**src/design/lcsm_pkg.sv**
```systemverilog
`default_nettype none

package lcsm_pkg;

    // charge phases
    typedef enum logic [1:0] {
        PH_CC     = 2'd0,
        PH_TOPOFF = 2'd1,
        PH_FULL   = 2'd2,
        PH_ERROR  = 2'd3
    } t_phase;

    // request kinds; the last code leaves the state as it is, but still loads the selected CV and returns a result
    typedef enum logic [1:0] {
        ACT_POLL    = 2'd0,
        ACT_ENABLE  = 2'd1,
        ACT_DISABLE = 2'd2,
        ACT_NONE    = 2'd3
    } t_action;

    // configuration port
    localparam int CFG_INDEX_W = 3;
    localparam int CFG_DATA_W  = 23;

    localparam logic [CFG_INDEX_W-1:0] REG_TOPOFF_THRESHOLD = 3'd0;
    localparam logic [CFG_INDEX_W-1:0] REG_RECHARGE_MARGIN  = 3'd1;
    localparam logic [CFG_INDEX_W-1:0] REG_FULL_CURRENT     = 3'd2;
    localparam logic [CFG_INDEX_W-1:0] REG_NOMINAL_CV       = 3'd3;
    localparam logic [CFG_INDEX_W-1:0] REG_TOPOFF_LIMIT     = 3'd4;
    localparam logic [CFG_INDEX_W-1:0] REG_TEMP_RULES       = 3'd5;

    localparam logic [22:0] RST_TOPOFF_THRESHOLD = 23'd4200000;
    localparam logic [19:0] RST_RECHARGE_MARGIN  = 20'd150000;
    localparam logic [22:0] RST_FULL_CURRENT     = 23'd150000;
    localparam logic [22:0] RST_NOMINAL_CV       = 23'd4350000;
    localparam logic [15:0] RST_TOPOFF_LIMIT     = 16'd10800;

    // temperature zones outside the normal band
    localparam logic [2:0] ZONE_COLD = 3'd0;
    localparam logic [2:0] ZONE_HOT  = 3'd5;

    // milli to micro scaling
    localparam int UNIT_SCALE = 1000;

    // queue between front and back
    localparam int QUEUE_DEPTH = 2;
    localparam int QUEUE_PTR_W = $clog2(QUEUE_DEPTH);
    localparam int QUEUE_CNT_W = $clog2(QUEUE_DEPTH + 1);

    typedef struct packed {
        logic [22:0] topoff_threshold_uv;
        logic [19:0] recharge_margin_uv;
        logic [22:0] full_current_ua;
        logic [22:0] nominal_cv_uv;
        logic [15:0] topoff_limit_seconds;
        logic        temp_rules_enable;
    } t_cfg;

    // classified request as it travels through the queue
    typedef struct packed {
        t_action     action;
        logic [31:0] now_seconds;
        logic        vbat_above_topoff;
        logic        ibat_above_full;
        logic        vbat_below_recharge;
        logic        zone_extreme;
        logic [22:0] cv_uv;
    } t_item;

    typedef struct packed {
        logic                   full;
        logic                   empty;
        logic [QUEUE_CNT_W-1:0] count;
    } t_q_stat;

endpackage

`default_nettype wire

```
**src/design/linear_charge_state_machine_core.sv**
```systemverilog
`default_nettype none

// Constant current / top-off / full / error charge sequencer. Each request is a
// poll tick, an enable or a disable, and returns exactly one result that shows
// the phase, charger enable, selected CV, poll speed and phase times after that
// request. Throughput is one request per clock while the result is not held by
// a stall; a request is written into the queue, and the state update then
// takes it from there and loads the result register. The front scales voltage
// and current to micro units and does the threshold compares; a two-entry
// queue decouples it from the back, whose state update (32-bit subtracts of
// the charge and top-off start times from the request time, and compares) sets the
// rate. Configuration registers reset to 4200000 uV top-off threshold,
// 150000 uV recharge margin, 150000 uA full current, 4350000 uV nominal CV,
// 10800 s top-off limit and temperature rules off; write them only while no
// request is in flight, since the front compares against them on entry.

module linear_charge_state_machine_core import lcsm_pkg::*; #(
    parameter int unsigned FULL_POLL_COUNT = 6
) (
    input  logic                   i_clk,
    input  logic                   i_rst_n,
    // configuration write port
    input  logic                   i_cfg_we,
    input  logic [CFG_INDEX_W-1:0] i_cfg_index,
    input  logic [CFG_DATA_W-1:0]  i_cfg_data,
    // request channel
    input  logic                   i_valid,
    output logic                   o_ready,
    input  logic [1:0]             i_action,
    input  logic [31:0]            i_now_seconds,
    input  logic [12:0]            i_vbat_mv,
    input  logic signed [13:0]     i_ibat_ma,
    input  logic [2:0]             i_temp_zone,
    input  logic [22:0]            i_zone_cv_uv,
    // result channel
    output logic                   o_valid,
    input  logic                   i_ready,
    output logic [1:0]             o_charge_phase,
    output logic                   o_charger_on,
    output logic [22:0]            o_selected_cv_uv,
    output logic                   o_slow_poll,
    output logic [31:0]            o_cc_seconds,
    output logic [31:0]            o_topoff_seconds,
    output logic [31:0]            o_total_seconds
);

    t_cfg    r_cfg;
    t_item   w_front_item;
    t_item   w_back_item;
    t_q_stat w_q_stat;
    logic    w_push;
    logic    w_pop;

    // configuration registers; writes to unlisted indexes are dropped
    always_ff @(posedge i_clk) begin
        if (!i_rst_n) begin
            r_cfg.topoff_threshold_uv  <= RST_TOPOFF_THRESHOLD;
            r_cfg.recharge_margin_uv   <= RST_RECHARGE_MARGIN;
            r_cfg.full_current_ua      <= RST_FULL_CURRENT;
            r_cfg.nominal_cv_uv        <= RST_NOMINAL_CV;
            r_cfg.topoff_limit_seconds <= RST_TOPOFF_LIMIT;
            r_cfg.temp_rules_enable    <= 1'b0;
        end else if (i_cfg_we) begin
            case (i_cfg_index)
                REG_TOPOFF_THRESHOLD: begin
                    r_cfg.topoff_threshold_uv <= i_cfg_data[22:0];
                end
                REG_RECHARGE_MARGIN: begin
                    r_cfg.recharge_margin_uv <= i_cfg_data[19:0];
                end
                REG_FULL_CURRENT: begin
                    r_cfg.full_current_ua <= i_cfg_data[22:0];
                end
                REG_NOMINAL_CV: begin
                    r_cfg.nominal_cv_uv <= i_cfg_data[22:0];
                end
                REG_TOPOFF_LIMIT: begin
                    r_cfg.topoff_limit_seconds <= i_cfg_data[15:0];
                end
                REG_TEMP_RULES: begin
                    r_cfg.temp_rules_enable <= i_cfg_data[0];
                end
                default: begin
                    r_cfg <= r_cfg;
                end
            endcase
        end
    end

    // front: scale and classify each request against the thresholds
    lcsm_front u_front (
        .i_valid       (i_valid),
        .o_ready       (o_ready),
        .i_q_stat      (w_q_stat),
        .i_cfg         (r_cfg),
        .i_action      (i_action),
        .i_now_seconds (i_now_seconds),
        .i_vbat_mv     (i_vbat_mv),
        .i_ibat_ma     (i_ibat_ma),
        .i_temp_zone   (i_temp_zone),
        .i_zone_cv_uv  (i_zone_cv_uv),
        .o_push        (w_push),
        .o_item        (w_front_item)
    );

    // short queue so the front keeps taking requests while a result is stalled
    lcsm_queue u_queue (
        .i_clk   (i_clk),
        .i_rst_n (i_rst_n),
        .i_push  (w_push),
        .i_item  (w_front_item),
        .i_pop   (w_pop),
        .o_item  (w_back_item),
        .o_stat  (w_q_stat)
    );

    // back: phase machine, timers and the result register
    lcsm_back #(
        .FULL_POLL_COUNT (FULL_POLL_COUNT)
    ) u_back (
        .i_clk            (i_clk),
        .i_rst_n          (i_rst_n),
        .i_item           (w_back_item),
        .i_q_stat         (w_q_stat),
        .i_cfg            (r_cfg),
        .o_pop            (w_pop),
        .o_valid          (o_valid),
        .i_ready          (i_ready),
        .o_charge_phase   (o_charge_phase),
        .o_charger_on     (o_charger_on),
        .o_selected_cv_uv (o_selected_cv_uv),
        .o_slow_poll      (o_slow_poll),
        .o_cc_seconds     (o_cc_seconds),
        .o_topoff_seconds (o_topoff_seconds),
        .o_total_seconds  (o_total_seconds)
    );

    // full and error phases always leave the charger output off
    a_off_when_done: assert property (@(posedge i_clk) disable iff (!i_rst_n)
        (o_valid && (o_charge_phase == PH_FULL || o_charge_phase == PH_ERROR))
        |-> !o_charger_on)
        else $error("charger on in full or error phase");

    // queue occupancy never exceeds its depth
    a_queue_bound: assert property (@(posedge i_clk) disable iff (!i_rst_n)
        w_q_stat.count <= QUEUE_CNT_W'(QUEUE_DEPTH))
        else $error("queue occupancy beyond depth");

    // the back only takes a request from a non-empty queue
    a_pop_nonempty: assert property (@(posedge i_clk) disable iff (!i_rst_n)
        w_pop |-> (w_q_stat.count != '0) && (!o_valid || i_ready))
        else $error("pop from empty queue or into a held result");

    // reset leaves no result pending and an empty queue
    a_reset_clean: assert property (@(posedge i_clk)
        !i_rst_n |=> !o_valid && w_q_stat.empty)
        else $error("result or queue not cleared by reset");

endmodule

`default_nettype wire

```
**src/design/lcsm_front.sv**
```systemverilog
`default_nettype none

module lcsm_front import lcsm_pkg::*; (
    input  logic               i_valid,
    output logic               o_ready,
    input  t_q_stat            i_q_stat,
    input  t_cfg               i_cfg,
    input  logic [1:0]         i_action,
    input  logic [31:0]        i_now_seconds,
    input  logic [12:0]        i_vbat_mv,
    input  logic signed [13:0] i_ibat_ma,
    input  logic [2:0]         i_temp_zone,
    input  logic [22:0]        i_zone_cv_uv,
    output logic               o_push,
    output t_item              o_item
);

    localparam logic signed [24:0] IBAT_SCALE = 25'(UNIT_SCALE);

    logic [22:0]        w_vbat_uv;
    logic signed [24:0] w_ibat_ua;
    logic signed [24:0] w_full_ua;
    logic [22:0]        w_cv_uv;
    logic [22:0]        w_margin_uv;
    logic [22:0]        w_recharge_uv;

    // vbat tops out at 8191000 uV, which still fits 23 bits
    assign w_vbat_uv = 23'(i_vbat_mv) * 23'(UNIT_SCALE);
    assign w_ibat_ua = 25'(i_ibat_ma) * IBAT_SCALE;
    assign w_full_ua = $signed({2'b00, i_cfg.full_current_ua});

    assign w_cv_uv = (i_cfg.temp_rules_enable && (i_zone_cv_uv != '0))
                   ? i_zone_cv_uv : i_cfg.nominal_cv_uv;

    // recharge threshold saturates at zero
    assign w_margin_uv   = 23'(i_cfg.recharge_margin_uv);
    assign w_recharge_uv = (w_cv_uv > w_margin_uv) ? (w_cv_uv - w_margin_uv) : '0;

    assign o_ready = !i_q_stat.full;
    assign o_push  = i_valid && !i_q_stat.full;

    always_comb begin
        o_item.action              = t_action'(i_action);
        o_item.now_seconds         = i_now_seconds;
        o_item.vbat_above_topoff   = w_vbat_uv > i_cfg.topoff_threshold_uv;
        o_item.ibat_above_full     = w_ibat_ua > w_full_ua;
        o_item.vbat_below_recharge = w_vbat_uv < w_recharge_uv;
        o_item.zone_extreme        = i_temp_zone inside {ZONE_COLD, ZONE_HOT};
        o_item.cv_uv               = w_cv_uv;
    end

endmodule

`default_nettype wire

```
**src/design/lcsm_queue.sv**
```systemverilog
`default_nettype none

module lcsm_queue import lcsm_pkg::*; (
    input  logic    i_clk,
    input  logic    i_rst_n,
    input  logic    i_push,
    input  t_item   i_item,
    input  logic    i_pop,
    output t_item   o_item,
    output t_q_stat o_stat
);

    t_item                  r_mem [QUEUE_DEPTH];
    logic [QUEUE_PTR_W-1:0] r_wr_ptr;
    logic [QUEUE_PTR_W-1:0] r_rd_ptr;
    logic [QUEUE_CNT_W-1:0] r_count;
    logic [QUEUE_CNT_W-1:0] n_count;

    always_comb begin
        n_count = r_count;
        if (i_push && !i_pop) begin
            n_count = r_count + 1'b1;
        end else if (i_pop && !i_push) begin
            n_count = r_count - 1'b1;
        end
    end

    always_ff @(posedge i_clk) begin
        if (!i_rst_n) begin
            r_wr_ptr <= '0;
            r_rd_ptr <= '0;
            r_count  <= '0;
        end else begin
            if (i_push) begin
                r_wr_ptr <= r_wr_ptr + 1'b1;
            end
            if (i_pop) begin
                r_rd_ptr <= r_rd_ptr + 1'b1;
            end
            r_count <= n_count;
        end
    end

    always_ff @(posedge i_clk) begin
        if (i_push) begin
            r_mem[r_wr_ptr] <= i_item;
        end
    end

    assign o_item       = r_mem[r_rd_ptr];
    assign o_stat.full  = (r_count == QUEUE_CNT_W'(QUEUE_DEPTH));
    assign o_stat.empty = (r_count == '0);
    assign o_stat.count = r_count;

endmodule

`default_nettype wire

```
**src/design/lcsm_back.sv**
```systemverilog
`default_nettype none

module lcsm_back import lcsm_pkg::*; #(
    parameter int unsigned FULL_POLL_COUNT = 6
) (
    input  logic        i_clk,
    input  logic        i_rst_n,
    input  t_item       i_item,
    input  t_q_stat     i_q_stat,
    input  t_cfg        i_cfg,
    output logic        o_pop,
    output logic        o_valid,
    input  logic        i_ready,
    output logic [1:0]  o_charge_phase,
    output logic        o_charger_on,
    output logic [22:0] o_selected_cv_uv,
    output logic        o_slow_poll,
    output logic [31:0] o_cc_seconds,
    output logic [31:0] o_topoff_seconds,
    output logic [31:0] o_total_seconds
);

    // state registers double as the result register
    t_phase      r_phase,        n_phase;
    logic [31:0] r_charge_start, n_charge_start;
    logic [31:0] r_topoff_start, n_topoff_start;
    logic [2:0]  r_low_count,    n_low_count;
    logic        r_recovered,    n_recovered;
    logic        r_out_en,       n_out_en;
    logic        r_slow,         n_slow;
    logic [31:0] r_cc_time,      n_cc_time;
    logic [31:0] r_topoff_time,  n_topoff_time;
    logic [31:0] r_total_time,   n_total_time;
    logic [22:0] r_cv;
    logic        r_out_valid;

    logic [31:0] w_cc_elapsed;
    logic [31:0] w_topoff_elapsed;
    logic        w_limit_hit;
    logic [2:0]  w_count_inc;
    logic [2:0]  w_topoff_count;
    logic        w_topoff_done;

    assign o_pop = !i_q_stat.empty && (!r_out_valid || i_ready);

    assign w_cc_elapsed     = i_item.now_seconds - r_charge_start;
    assign w_topoff_elapsed = i_item.now_seconds - r_topoff_start;
    assign w_limit_hit      = w_topoff_elapsed >= 32'(i_cfg.topoff_limit_seconds);
    assign w_count_inc      = r_low_count + 3'd1;

    // low-current run in top-off; skipped when the time limit already ends it
    always_comb begin
        w_topoff_count = r_low_count;
        w_topoff_done  = 1'b0;
        if (w_limit_hit) begin
            w_topoff_done = 1'b1;
        end else if (i_item.ibat_above_full) begin
            w_topoff_count = '0;
        end else if (w_count_inc >= 3'(FULL_POLL_COUNT)) begin
            w_topoff_count = '0;
            w_topoff_done  = 1'b1;
        end else begin
            w_topoff_count = w_count_inc;
        end
    end

    // next phase
    always_comb begin
        n_phase = r_phase;
        case (i_item.action)
            ACT_ENABLE: begin
                n_phase = PH_CC;
            end
            ACT_DISABLE: begin
                n_phase = PH_ERROR;
            end
            ACT_POLL: begin
                case (r_phase)
                    PH_CC: begin
                        if (i_item.vbat_above_topoff) begin
                            n_phase = PH_TOPOFF;
                        end
                    end
                    PH_TOPOFF: begin
                        if (w_topoff_done) begin
                            n_phase = PH_FULL;
                        end
                    end
                    PH_FULL: begin
                        if (i_item.vbat_below_recharge) begin
                            n_phase = PH_CC;
                        end
                    end
                    PH_ERROR: begin
                        if (i_cfg.temp_rules_enable && !i_item.zone_extreme && !r_recovered) begin
                            n_phase = PH_CC;
                        end
                    end
                    default: begin
                        n_phase = r_phase;
                    end
                endcase
            end
            default: begin
                n_phase = r_phase;
            end
        endcase
    end

    // datapath registers that follow the phase
    always_comb begin
        n_charge_start = r_charge_start;
        n_topoff_start = r_topoff_start;
        n_low_count    = r_low_count;
        n_recovered    = r_recovered;
        n_out_en       = r_out_en;
        n_slow         = r_slow;
        n_cc_time      = r_cc_time;
        n_topoff_time  = r_topoff_time;
        n_total_time   = r_total_time;
        case (i_item.action)
            ACT_ENABLE: begin
                n_charge_start = i_item.now_seconds;
            end
            ACT_DISABLE: begin
                n_out_en = 1'b0;
            end
            ACT_POLL: begin
                case (r_phase)
                    PH_CC: begin
                        n_cc_time     = w_cc_elapsed;
                        n_topoff_time = '0;
                        n_total_time  = w_cc_elapsed;
                        n_out_en      = 1'b1;
                        if (i_item.vbat_above_topoff) begin
                            n_topoff_start = i_item.now_seconds;
                        end
                    end
                    PH_TOPOFF: begin
                        n_cc_time     = '0;
                        n_topoff_time = w_topoff_elapsed;
                        n_total_time  = w_cc_elapsed;
                        n_low_count   = w_topoff_count;
                        n_out_en      = !w_topoff_done;
                    end
                    PH_FULL: begin
                        n_cc_time     = '0;
                        n_topoff_time = '0;
                        n_total_time  = '0;
                        n_slow        = !i_item.vbat_below_recharge;
                        if (i_item.vbat_below_recharge) begin
                            n_charge_start = i_item.now_seconds;
                        end
                    end
                    PH_ERROR: begin
                        n_cc_time     = '0;
                        n_topoff_time = '0;
                        n_total_time  = '0;
                        n_out_en      = 1'b0;
                        if (i_cfg.temp_rules_enable) begin
                            if (i_item.zone_extreme) begin
                                n_recovered = 1'b0;
                            end else if (!r_recovered) begin
                                n_recovered    = 1'b1;
                                n_charge_start = i_item.now_seconds;
                            end
                        end
                    end
                    default: begin
                        n_out_en = r_out_en;
                    end
                endcase
            end
            default: begin
                n_out_en = r_out_en;
            end
        endcase
    end

    always_ff @(posedge i_clk) begin
        if (!i_rst_n) begin
            r_phase        <= PH_CC;
            r_charge_start <= '0;
            r_topoff_start <= '0;
            r_low_count    <= '0;
            r_recovered    <= 1'b0;
            r_out_en       <= 1'b0;
            r_slow         <= 1'b0;
            r_cc_time      <= '0;
            r_topoff_time  <= '0;
            r_total_time   <= '0;
            r_out_valid    <= 1'b0;
        end else begin
            if (o_pop) begin
                r_phase        <= n_phase;
                r_charge_start <= n_charge_start;
                r_topoff_start <= n_topoff_start;
                r_low_count    <= n_low_count;
                r_recovered    <= n_recovered;
                r_out_en       <= n_out_en;
                r_slow         <= n_slow;
                r_cc_time      <= n_cc_time;
                r_topoff_time  <= n_topoff_time;
                r_total_time   <= n_total_time;
                r_out_valid    <= 1'b1;
            end else if (i_ready) begin
                r_out_valid    <= 1'b0;
            end
        end
    end

    always_ff @(posedge i_clk) begin
        if (o_pop) begin
            r_cv <= i_item.cv_uv;
        end
    end

    assign o_valid          = r_out_valid;
    assign o_charge_phase   = r_phase;
    assign o_charger_on     = r_out_en;
    assign o_selected_cv_uv = r_cv;
    assign o_slow_poll      = r_slow;
    assign o_cc_seconds     = r_cc_time;
    assign o_topoff_seconds = r_topoff_time;
    assign o_total_seconds  = r_total_time;

endmodule

`default_nettype wire
```
**config.mk**
```make
export PLATFORM = sky130hd
export DESIGN_NAME = linear_charge_state_machine_core
export DESIGN_NICKNAME = d
export VERILOG_FILES = /design/src/design/lcsm_pkg.sv /design/src/design/linear_charge_state_machine_core.sv /design/src/design/lcsm_front.sv /design/src/design/lcsm_queue.sv /design/src/design/lcsm_back.sv
export SDC_FILE = /design/constraint.sdc
export NUM_CORES = 1
export LEC_CHECK = 0
export CORE_MARGIN = 4
export CORE_UTILIZATION = 45
export CTS_CLUSTER_SIZE = 20
export DETAILED_ROUTE_END_ITERATION = 16
export DONT_BUFFER_PORTS = 1
export SYNTH_ARGS = -nofsm -noshare
export SYNTH_HDL_FRONTEND = slang
export SYNTH_SLANG_ARGS = --single-unit
```
**constraint.sdc**
```tcl
create_clock -name i_clk -period 8.55 [get_ports i_clk]
set_input_delay 1.71 -clock i_clk [delete_from_list [all_inputs] [get_ports i_clk]]
set_output_delay 1.71 -clock i_clk [all_outputs]
set_load 0.01 [all_outputs]
```
# After elaboration in Yosys (flattened, before gate mapping)
# Memories as Yosys holds them, arrays and structs flattened. A register that Yosys moved wholly into a read port is not among the register bits.
# Index checks and enable logic that the tools add are counted.
[totals]
wordCells = 140
output_inout_bits = 125
ramBits = 122
register_bits = 302
memories = 1
[mem_list]
columns = ["memory", "depth", "word_bits", "read_ports", "rd_clocked_by_memory_dff", "wr", "line_no", "source"]
rows = [
  ["u_queue.r_mem", 2, 61, 1, 1, 1, "lcsm_queue.sv:13", "t_item r_mem [QUEUE_DEPTH];"],
]
[classes]
addsub = 8
bitwise_logic = 1
n_mux = 33
multipliers = 2
n_eq_ne = 21
order_cmp = 6
reduce_logical = 47
[ops]
columns = ["cell", "count"]
rows = [
  ["$pmux W32 S2", 5],
  ["$mux W32", 4],
  ["$sub A32 B32 Y32", 2],
  ["$mux W23", 2],
  ["$ge A32 B16 Y1", 1],
  ["$gt A25 B24 Y1", 1],
  ["$gt A23 B20 Y1", 1],
  ["$gt A23 B23 Y1", 1],
  ["$lt A23 B23 Y1", 1],
  ["$reduce_bool A23 Y1", 1],
  ["$sub A23 B20 Y23", 1],
  ["$mul A14 B8 Y22 const B", 1],
  ["$mul A13 B7 Y20 const B", 1],
  ["$ne A3 B2 Y1 const B", 5],
  ["$reduce_and A2 Y1", 7],
  ["$mux W2", 6],
  ["$reduce_and A4 Y1", 3],
  ["$mux W1", 10],
  ["$reduce_bool A2 Y1", 5],
  ["$eq A3 B3 Y1 const B", 3],
  ["$logic_not A1 Y1", 9],
  ["$ne A3 B3 Y1 const B", 3],
  ["$eq A2 B2 Y1 const B", 4],
  ["$pmux W2 S4", 1],
  ["other kinds (24)", 40],
]

# Longest topological paths before layout
[logic_depth]
depth_word = 8
mapped_depth = 27

# Modules after synthesis
# From an unflattened synthesis, not the netlist that was laid out.
[hier_totals]
cells_unflattened = 2910
hier_area_um2 = 27780.4
[by_module_without_submodules]
columns = ["mod", "area_per_inst_um2", "seq_area_each_um2", "n_inst", "cells_per_inst"]
rows = [
  ["lcsm_back", 10914.2, 4073.9, 1, 1304],
  ["lcsm_front", 8170.3, 0.0, 1, 1005],
  ["lcsm_queue", 4619.4, 3763.6, 1, 212],
  ["linear_charge_state_machine_core", 4076.4, 2122.0, 1, 389],
]

# Least setup slack after synthesis
# OpenSTA, ideal clock, no wires.
[synth_path]
path_type = "in2reg"
from = "input port i_zone_cv_uv[19]"
to = "memory u_queue.r_mem[0][24] in the netlist's numbering (data pin)"
setup_slack_ns = 0.847
arrival_time_ns = 7.506
required_time_ns = 8.353
setup_ns = 0.197
path_buffers = 3
cell_stages = 26
cell_sequence = "nor4_1 > nand2_1 > o41ai_1 > clkbuf_1 > mux2_2 > ha_1 > o21a_1 > o31a_1 > o21a_1 > o21ai_0 > o21a_1 > o22ai_1 > clkbuf_1 > buf_1 > nand2_1 > ha_1 > a21o_1 > a21o_1 > a21oi_1 > nand2_1 > a211oi_1 > and2_0 > a311oi_1 > o211ai_1 > nand3b_1 > a221oi_1"
[synth_rtl]
columns = ["element", "line_no", "source"]
rows = [
  ["from (decl)", "linear_charge_state_machine_core.sv:34", "input logic [22:0] i_zone_cv_uv,"],
  ["to (decl)", "lcsm_queue.sv:13", ""],
]

==> results_dict.tcl <==
set metrics [dict create \
    status "finished clean" \
    fin_skew_ps 32.23 \
    multiInputGateArea_um2 15610 \
    p_leak_nw 12.69 \
    min_period_over_period_pct 86.86 \
    yosysWarnings 0 \
    powerDensity_nw_per_um2 343.7 \
    yosysTopAreaCell "dfxtp_1" \
    synth.cell_area_um2 27460 \
    ys_top_cells_by_count "inv_1 (390), nand2_1 (373), dfxtp_1 (280)" \
    synth_cells 2922 \
    fmax_mhz 134.7 \
    netlist.area_leader.share_pct 20.41 \
    rsz0062_at_grt "false" \
    via_count 20508 \
    hold_viol 0 \
    drive_gt1_share_pct 5.775 \
    nFillCells 5700 \
    clkSlewWorstSetupHoldPaths_ps 60 \
    place_ws_ps 526.5 \
    cp-start-kind "primary input" \
    ioPinCount 243 \
    avgRoutedWirePerCell_um 20.17 \
    yosys.cell_count.top_type "inv_1" \
    setup_viol 0 \
    synth_flop_cell "dfxtp_1" \
    period_needed_ps 7426 \
    synthArstFlopShare_pct 0 \
    crit_fanout 6 \
    hold_buffers 0 \
    criticalPathCategory "in -> reg" \
    drc 0 \
    clkLatencyLatePin_ps 590 \
    drt_iter0_markers 1291 \
    area_growth_syn_to_layout_pct 7.810 \
    worst_slack_ps 1124 \
    min_path_type "reg -> reg" \
    synthDistinctLibCells 87 \
    synth-edff-count 145 \
    critPathArrivalTime_ps 7740 \
    grt.total_usage_pct 22.48 \
    register_area_um2 9963 \
    power_mw 10.17 \
    initial_core_util_pct 45.49 \
    reg2reg_slack_ps 2610 \
    synth.top_cells.by_area "dfxtp_1 (20%), edfxtp_1 (16%), ha_1 (12%), fa_1 (7.0%), inv_1 (5.3%)" \
    drv_slew 0 \
    end_kind "flop" \
    cts_inserted_buffers 47 \
    syn_avg_cell_area_um2 9.397 \
    drt_first_pass_iters 5 \
    ys_ff_latch 425 \
    grt_max_degree 288 \
    cts_resized 0 \
    ant_nets 0 \
    relSlewSlack_pct 15.71 \
    holdWs_ps 461.0 \
    grt_pass1_vias 20412 \
    design.die.area_um2 65030 \
    worstMarginPinSlew_ps 1263 \
    clock_sinks 425 \
    max-vdd-ir-drop_mv 0.1516 \
    wirelength_um 74500 \
    yosysSeqAreaShare_pct 36.27 \
    syn_nets 3392 \
    coreArea_um2 60360 \
    drv_cap 0 \
    viasPerCell 5.553 \
    place_congestion 0.9151 \
    grt_pass1_wl_um 115500 \
    htree_levels 2 \
    clockBufferDepth 3 \
    cts_tree "yes" \
    numPortBuffers 0 \
    overflow 0 \
    crit_family "adder cells" \
    crit_path_max_incr_delay_ps 510 \
    die_h_um 255.0 \
    antenna_found_initial 3 \
    cp_slowest_cell "fa_1" \
    row_count 90 \
    finalNetCount 3340 \
    required_ps 8860 \
    die_w_um 255.0 \
    setup-tns-final_ps 0 \
    dp_hpwl_um 56430 \
    cp_num_buf_inv 4 \
    postCtsSetupBuffers 0 \
    clock-root-buffer "clkbuf_16" \
]
-- metrics by stage --
stage                     utilization [%]  std cells  instance area (um2)
final                               49.04       3693                29600
after global routing                49.04       3691                29600
after CTS                           49.04       3691                29600
after detailed placement            46.58       3603                28110
after global placement              46.58       3603                28110
after floorplan                         -       2922                27460
-- registers in the layout, indices dropped and copies added (netlist names), named ones only --
name	count
u_queue.r_mem	122
r_cfg	106
u_back.o_cc_seconds	32
u_back.o_topoff_seconds	32
u_back.o_total_seconds	32
u_back.r_charge_start	32
u_back.r_topoff_start	32
u_back.o_selected_cv_uv	23
u_back.r_low_count	3
u_back.o_charge_phase	2
u_queue.r_count	2
u_back.o_charger_on	1
u_back.o_slow_poll	1
u_back.o_valid	1
u_back.r_recovered	1
u_queue.r_rd_ptr	1
u_queue.r_wr_ptr	1
-- per-layer routing --
metal / vias up / track usage (%) / wire length, um
li1: 10006 / - / -
met1: 9938 / 29.34 / 32590
met2: 462 / 38.08 / 35120
met3: 98 / 5.081 / 4836
met4: 4 / 5.674 / 1922
met5: - / 0 / 27
-- worst paths after layout --
path                                    from                    to  cells after the start
worst max-delay path            i_vbat_mv[6]  u_queue.r_mem[0][24]                     27
worst min-delay path               r_cfg[65]             r_cfg[65]                      2
worst max register to register      r_cfg[0]  u_queue.r_mem[0][24]                     24
worst min register to register     r_cfg[65]             r_cfg[65]                      2
-- final cells by class --
type	instances	share of cell area [%]
clock buffers	61	4.392
diodes	2	0.01691
repair buffers	13	0.3297
flip-flops and latches	425	33.66
inverters	390	4.945
clock inverters	27	0.6213
well taps	782	3.305
multi-input cells	1993	52.73
-- layout by cell type (no fill, tap or decap), types with 18 or more instances in the layout --
| cell | count |
|---|---|
| inv_1 | 390 |
| a21o_1 | 55 |
| nand3_1 | 42 |
| xor2_1 | 28 |
| clkbuf_16 | 48 |
| mux2_2 | 44 |
| ha_1 | 256 |
| o211a_1 | 66 |
| nor2_1 | 84 |
| mux2i_1 | 46 |
| dfxtp_1 | 279 |
| edfxtp_1 | 145 |
| o211ai_1 | 40 |
| a21oi_1 | 106 |
| nand2b_1 | 20 |
| and2_1 | 19 |
| nor3_1 | 41 |
| xnor2_1 | 72 |
| a21boi_0 | 87 |
| o21ai_0 | 67 |
| nand4_1 | 18 |
| o21a_1 | 34 |
| a22oi_1 | 70 |
| nor2b_1 | 97 |
| fa_1 | 96 |
| nand2_1 | 372 |
-- logic make-up (layout without fill, tap and decap cells) --
kind of cell / count (synthesis) / in the layout / share of synthesized area, %
other: 0 / 2 / 0
muxes: 90 / 90 / 3.481
DFF: 425 / 425 / 36.27
buffers and inverters: 504 / 491 / 7.086
adders and majority gates: 353 / 353 / 18.70
xor gates and xnor gates: 100 / 100 / 3.190
AOI/OAI and AO/OA: 660 / 660 / 17.59
and+or+nand+nor: 790 / 790 / 13.68
-- worst reg2reg max path: stages (launching register included) --
cell      delay, ps
dfxtp_1         610
o41ai_2         150
buf_4           250
mux2_2          340
ha_1            350
nor2b_1         170
o31a_1          280
o41ai_1         300
buf_4           200
o211ai_1        180
a41oi_1         440
a21oi_1         180
a21oi_1         250
nand3_1         130
xnor2_1         180
nand2_1          80
ha_1            330
nand2_1          80
a21oi_1         260
a41oi_1          70
and2_0          170
a311oi_1        330
o211ai_1        140
nand3b_1        110
a221oi_1        100
-- power breakdown --
part           total [mW]  switching [mW]  leakage (nW)  internal, mW
Sequential           2.71           0.259          3.62          2.45
Clock                1.95           0.846         0.721          1.11
Combinational        5.51            3.27          8.35          2.24
Power figures use the tool's default switching activity.
